$ cat config.mk
export PLATFORM = sky130hd
export DESIGN_NAME = non_restoring_divider
export DESIGN_NICKNAME = d
export VERILOG_FILES = /design/src/rtl/nrd_pkg.sv /design/src/rtl/nrd_step.sv /design/src/rtl/nrd_fix.sv /design/src/rtl/non_restoring_divider.sv
export VERILOG_INCLUDE_DIRS = /design/src /design/src/rtl
export SDC_FILE = /design/constraint.sdc
export NUM_CORES = 2
export LEC_CHECK = 0
export BUFFER_PORTS_ARGS = -buffer_cell sky130_fd_sc_hd__buf_2
export CORE_ASPECT_RATIO = 0.75
export CORE_MARGIN = 4
export CORE_UTILIZATION = 30
export CTS_BUF_LIST = sky130_fd_sc_hd__clkbuf_4
export DETAILED_ROUTE_END_ITERATION = 8
export PLACE_DENSITY_LB_ADDON = 0.08
export SLEW_MARGIN = 10
export SYNTH_ARGS = -nofsm -noshare
export SYNTH_HDL_FRONTEND = slang
export SYNTH_SLANG_ARGS = --single-unit
$ cat constraint.sdc
create_clock -name i_clk -period 60.1 [get_ports i_clk]
set_input_delay 6.01 -clock i_clk [delete_from_list [all_inputs] [get_ports i_clk]]
set_output_delay 6.01 -clock i_clk [all_outputs]
set_load 0.03 [all_outputs]
$ cat src/rtl/non_restoring_divider_defines.svh
// Assertion helpers for the divider.
`ifndef NON_RESTORING_DIVIDER_DEFINES_SVH
`define NON_RESTORING_DIVIDER_DEFINES_SVH

// Same-cycle implication, checked on i_clk, off while in reset.
`define NRD_ASSERT_NOW(lbl, ante, cons, msg) \
    lbl: assert property (@(posedge i_clk) disable iff (!i_rst_n) (ante) |-> (cons)) \
        else $error(msg);

// Next-cycle implication, checked on i_clk, off while in reset.
`define NRD_ASSERT_NEXT(lbl, ante, cons, msg) \
    lbl: assert property (@(posedge i_clk) disable iff (!i_rst_n) (ante) |=> (cons)) \
        else $error(msg);

`endif

$ cat src/rtl/nrd_pkg.sv
package nrd_pkg;

    localparam int FIELD_W = 16;

    typedef struct packed {
        logic [FIELD_W-1:0] dividend;
        logic [FIELD_W-1:0] divisor;
    } t_in;

    typedef struct packed {
        logic [FIELD_W-1:0] quotient;
        logic [FIELD_W-1:0] remainder;
        logic               divide_by_zero;
    } t_out;

endpackage

$ cat src/rtl/nrd_step.sv
// One non-restoring iteration followed by a pipeline register.
module nrd_step #(
    parameter int WIDTH = 16
) (
    input  logic               i_clk,
    input  logic               i_rst_n,
    input  logic               i_en,
    input  logic               i_valid,
    input  logic [WIDTH+1:0]   i_a,
    input  logic [WIDTH-1:0]   i_q,
    input  logic [WIDTH-1:0]   i_m,
    output logic               o_valid,
    output logic [WIDTH+1:0]   o_a,
    output logic [WIDTH-1:0]   o_q,
    output logic [WIDTH-1:0]   o_m
);
    localparam int AW = WIDTH + 2;

    logic          r_valid;
    logic [AW-1:0] r_a;
    logic [WIDTH-1:0] r_q;
    logic [WIDTH-1:0] r_m;

    logic [AW-1:0] n_a;
    logic [WIDTH-1:0] n_q;
    logic [AW-1:0] w_shift;
    logic [AW-1:0] w_m_ext;

    always_comb begin
        // shift A:Q left as one word
        w_shift = {i_a[AW-2:0], i_q[WIDTH-1]};
        w_m_ext = AW'(i_m);
        if (i_a[AW-1]) begin
            n_a = w_shift + w_m_ext;
        end else begin
            n_a = w_shift - w_m_ext;
        end
        n_q = {i_q[WIDTH-2:0], ~n_a[AW-1]};
    end

    always_ff @(posedge i_clk) begin
        if (!i_rst_n) begin
            r_valid <= 1'b0;
        end else if (i_en) begin
            r_valid <= i_valid;
        end
    end

    always_ff @(posedge i_clk) begin
        if (i_en) begin
            r_a <= n_a;
            r_q <= n_q;
            r_m <= i_m;
        end
    end

    assign o_valid = r_valid;
    assign o_a     = r_a;
    assign o_q     = r_q;
    assign o_m     = r_m;
endmodule

$ cat src/rtl/nrd_fix.sv
// Final remainder correction and output register.
module nrd_fix #(
    parameter int WIDTH = 16
) (
    input  logic               i_clk,
    input  logic               i_rst_n,
    input  logic               i_en,
    input  logic               i_valid,
    input  logic [WIDTH+1:0]   i_a,
    input  logic [WIDTH-1:0]   i_q,
    input  logic [WIDTH-1:0]   i_m,
    output logic               o_valid,
    output nrd_pkg::t_out      o_out
);
    import nrd_pkg::*;

    localparam int AW = WIDTH + 2;

    logic          r_valid;
    t_out          r_out;
    t_out          n_out;
    logic [AW-1:0] w_rem;

    always_comb begin
        // negative remainder gets the divisor added back
        w_rem = i_a[AW-1] ? (i_a + AW'(i_m)) : i_a;
        n_out.quotient       = FIELD_W'(i_q);
        n_out.remainder      = FIELD_W'(w_rem[WIDTH-1:0]);
        n_out.divide_by_zero = (i_m == '0);
    end

    always_ff @(posedge i_clk) begin
        if (!i_rst_n) begin
            r_valid <= 1'b0;
        end else if (i_en) begin
            r_valid <= i_valid;
        end
    end

    always_ff @(posedge i_clk) begin
        if (i_en) begin
            r_out <= n_out;
        end
    end

    assign o_valid = r_valid;
    assign o_out   = r_out;
endmodule

$ cat src/rtl/non_restoring_divider.sv
// Pipeline: WIDTH + 1 register stages (one per quotient bit, plus the remainder
//   correction and output register); o_valid is driven by the output register.
// Throughput: one division per cycle while not stalled; every stage holds its own step adder.
// Stall: the whole pipeline freezes while a valid result waits under i_stall.
// Reset (i_rst_n low, synchronous): all stage valid bits clear; data is left as is.
`include "non_restoring_divider_defines.svh"

module non_restoring_divider #(
    parameter int WIDTH = 16
) (
    input  logic           i_clk,
    input  logic           i_rst_n,
    input  logic           i_valid,
    output logic           o_stall,
    input  nrd_pkg::t_in   i_in,
    output logic           o_valid,
    input  logic           i_stall,
    output nrd_pkg::t_out  o_out
);
    import nrd_pkg::*;

    localparam int AW = WIDTH + 2;
    // input bits at and above WIDTH are ignored
    localparam int IW = (WIDTH < FIELD_W) ? WIDTH : FIELD_W;

    // Pipeline enable: everything advances unless the output register is
    // holding a result the sink has not taken.
    logic w_en;

    // Stage k carries A (sign-extended partial remainder), the shifting
    // dividend/quotient word and the divisor.  Entry 0 is the input side.
    logic             w_valid [0:WIDTH];
    logic [AW-1:0]    w_a     [0:WIDTH];
    logic [WIDTH-1:0] w_q     [0:WIDTH];
    logic [WIDTH-1:0] w_m     [0:WIDTH];

    assign w_en    = !(o_valid && i_stall);
    assign o_stall = !w_en;

    assign w_valid[0] = i_valid;
    assign w_a[0]     = '0;
    assign w_q[0]     = WIDTH'(i_in.dividend[IW-1:0]);
    assign w_m[0]     = WIDTH'(i_in.divisor[IW-1:0]);

    // One step per stage: shift, then add or subtract by the sign of A.
    for (genvar k = 0; k < WIDTH; k++) begin : g_step
        nrd_step #(
            .WIDTH (WIDTH)
        ) u_step (
            .i_clk   (i_clk),
            .i_rst_n (i_rst_n),
            .i_en    (w_en),
            .i_valid (w_valid[k]),
            .i_a     (w_a[k]),
            .i_q     (w_q[k]),
            .i_m     (w_m[k]),
            .o_valid (w_valid[k+1]),
            .o_a     (w_a[k+1]),
            .o_q     (w_q[k+1]),
            .o_m     (w_m[k+1])
        );
    end

    // Remainder restore, zero-divisor flag and the output register.
    nrd_fix #(
        .WIDTH (WIDTH)
    ) u_fix (
        .i_clk   (i_clk),
        .i_rst_n (i_rst_n),
        .i_en    (w_en),
        .i_valid (w_valid[WIDTH]),
        .i_a     (w_a[WIDTH]),
        .i_q     (w_q[WIDTH]),
        .i_m     (w_m[WIDTH]),
        .o_valid (o_valid),
        .o_out   (o_out)
    );

    // An input transfer lands in the first stage.
    `NRD_ASSERT_NEXT(a_enter, i_valid && !o_stall, w_valid[1], "input transfer lost")
    // A frozen pipeline keeps its last step occupancy.
    `NRD_ASSERT_NEXT(a_hold, !w_en, $stable(w_valid[WIDTH]) && o_valid, "moved while stalled")
    // Division by zero always yields an all-ones quotient.
    `NRD_ASSERT_NOW(a_dz, o_valid && o_out.divide_by_zero,
                    o_out.quotient == FIELD_W'({WIDTH{1'b1}}), "bad quotient on zero divisor")
endmodule

==> results.md <==
* Status: completed
* Setup violations, final at 0
* Clk buf depth at 3
* Top-count cell post-synth: edfxtp_1
* Placer Congestion at 0.800
* CP max FO at just under 50
* CTS tree: built
* Synth Instances at approximately 3500
* Worst endpoint required time at between 50 and 60 ns
* Starting Density at 0.303
* Period Utilization, post-route at 0.225
* Yosys warns at 0
* Total CTS buffers at between 200 and 250
* Final Critical Period at 13.53 ns
* Mapped cell area at ~0.043 mm²
* Dominant cell type by area after synthesis: edfxtp_1
* Leak pwr at roughly 0.019 µW
* Clock skew at about 0.06 ns
* Setup crit start kind: primary input
* Data arrival time of the worst path at ~7.5 ns
* Post-CTS Setup Inserts at 0
* All-layer global routing usage at 0.134
* First-pass GRT wire length at around 160000 µm
* Clock Tree Root: clkbuf_4
* Max-Cap Viols at 0
* # IOs at between 70 and 80
* Fill count at about 14000
* Sequential area share after synthesis at 0.582
* DP HPWL at about 72000 µm
* Seq cells post-synth at 848
* Worst-skew pair later-pin latency at about 1.2 ns
* Pwr/cell area at 61.3 mW/mm²
* IO Port Bufs at 70
* Fmax at around 74 MHz
* Async set or reset register ratio after synthesis at 0
* Area share of the largest cell type after synthesis at 0.574
* Multi-input logic area at between 0.015 and 0.02 mm²
* CTS resizes at 0
* Reg area at about 0.025 mm²
* Max Slew Vio Count at 0
* Top_reg_cell synth: edfxtp_1
* Largest net degree at the start of global routing at 77
* 1st-pass router iterations at 7
* Number of DRC markers in iteration 0 at 1455
* Setup Total Neg Slack at 0 ns
* Measured slew at the worst slew-check pin at between 1 and 1.5 ns
* P&R area growth vs syn at 12.5%
* Worst Reg2Reg Path Length in Cells at 11
* Drt total wl at 100000 µm
* Die width at about 450 µm
* Internal reg-to-reg setup slack at 55.90 ns
* Reg-to-Reg Start: g_step[11].u_step.o_m[3]$_DFFE_PN_
* Row count at 120
* Crit. End Element: output port
* H-tree Lvls at 4
* Die Span Y at 338 µm
* DR vias at between 20000 and 30000
* Yosys cell types at 86
* Gr ovfl total at 0
* VDD IR max at 18.5 µV
* Share of layout cells above drive strength 1 at 0.123
* Initial antenna violation count at 3
* Clock-pin slew on the worst setup and hold paths at approximately 0.060 ns
* Vias per cell at approximately 4.6
* DRC viols at 0
* Top cells by area, synth: edfxtp_1 (57%), ha_1 (8.3%), xor2_1 (5.1%)
* Synth top cells by count: edfxtp_1 (831), a21oi_1 (299), nor2_1 (290), ha_1 (287), xor2_1 (254)
* Routed Antenna Nets at 0
* Slew HR at 0.258
* Vias in the first global route at ~27000
* CP Launch Point: i_stall
* Syn_nets at roughly 3800
* Tot Pwr at between 2000 and 3000 µW
* Crit path capture: o_stall
* Per-cell routed wire length at roughly 17 µm
* Hold Fails Final Rpt at 0
* Hold wc startpoint: g_step[9].u_step.o_q[13]$_DFFE_PN_
* Kind of critical path: in2out
* Nets@finish at between 4000 and 5000
* Syn avg cell area at about 13 µm²
* CTS Sinks at between 800 and 900
* Post-synth EDFFs at approximately 830
* Core Box Area at 0.143 mm²
* Worst hold path class: reg2reg
* RSZ-0062 raised after global routing: no
* Hold Buf Count CTS at 0
* Hold Path Cell Cnt at 0
* RR Endpoint: g_step[12].u_step.o_a[16]$_DFFE_PN_
* Die area at between 0.15 and 0.2 mm²
==> cells by family after synthesis <==
| kind of cell | Yosys count | share of synthesized area |
|---|---|---|
| flip-flops | 848 | 0.582 |
| AND/OR/NAND/NOR | 825 | 0.0922 |
| AO/OA/AOI/OAI | 814 | 0.119 |
| XOR/XNOR | 461 | 0.0930 |
| adder cells (fa/ha/maj) | 303 | 0.0899 |
| buffers and inverters | 193 | 0.0167 |
| multiplexers | 31 | 0.00777 |
==> stage by stage <==
step	util	cells	hold WS [ns]	instance area, µm²	setup WS (ns)
after global placement	0.322	5408	0.400	46200	46.48
after detailed placement	0.322	5408	0.405	46200	46.49
after floorplan	-	3475	0.400	43500	29.87
after global routing	0.341	5798	0.386	48900	46.38
after CTS	0.341	5790	0.384	48900	46.49
final	0.341	5800	0.379	48900	46.57
==> power breakdown <==
part | switching, µW | leakage (µW) | internal [µW]
logic | 851 | 0.00870 | 624
registers | 105 | 0.00898 | 927
clock network | 241 | 0.00162 | 247
total | 1200 | 0.0193 | 1800
==> per-layer routing <==
layer	vias to the layer above	global-route usage	wire, µm
met5	-	0	0
met4	0	0.0430	2090
met3	155	0.0333	4950
met2	535	0.164	36000
met1	12500	0.221	57400
li1	13700	-	-
==> area by class of cell <==
| cell class | count | share of cell area |
|---|---|---|
| clock inverter | 63 | 0.00673 |
| multi-input combinational | 2434 | 0.357 |
| tap | 1891 | 0.0484 |
| inverter | 152 | 0.0117 |
| timing repair buffer | 83 | 0.00916 |
| antenna | 10 | 0.000512 |
| sequential | 848 | 0.517 |
| clock buffer | 319 | 0.0490 |
==> worst min path at each step <==
stage	end	slack [ns]
finish	g_step[10].u_step.o_q[14]$_DFFE_PN_	0.38
global route	g_step[3].u_step.o_q[5]$_DFFE_PN_	0.39
CTS	g_step[10].u_step.o_q[14]$_DFFE_PN_	0.38
detailed placement	g_step[11].u_step.o_q[11]$_DFFE_PN_	0.40
global placement	g_step[14].u_step.o_q[9]$_DFFE_PN_	0.40
floorplan	g_step[10].u_step.o_q[10]$_DFFE_PN_	0.40
==> cell usage in the layout, fill, tap and decap left out, drive strengths merged, types with 39 or more instances in the layout <==
cell type / n
edfxtp: 831
a21o: 103
buf: 83
nand3: 39
a31oi: 48
nand2: 146
clkbuf: 319
xnor2: 206
nor3: 111
o21ai: 124
ha: 287
a21oi: 300
inv: 155
nor2: 290
o21bai: 48
xor2: 255
nor4: 57
clkinv: 54
==> sequential cells by signal, indices dropped and copies added (netlist names) <==
name / flops
g_step.u_step.o_a: 286
g_step.u_step.o_m: 256
g_step.u_step.o_q: 256
g_step.u_step.o_valid: 16
u_fix.o_out: 33
u_fix.o_valid: 1
==> worst max-delay path: stages <==
cell and delay, ns:
buf_2 0.11, nand2_4 0.44, clkinv_1 0.58, buf_2 0.35
No activity file was read; power rests on OpenSTA's default activity.
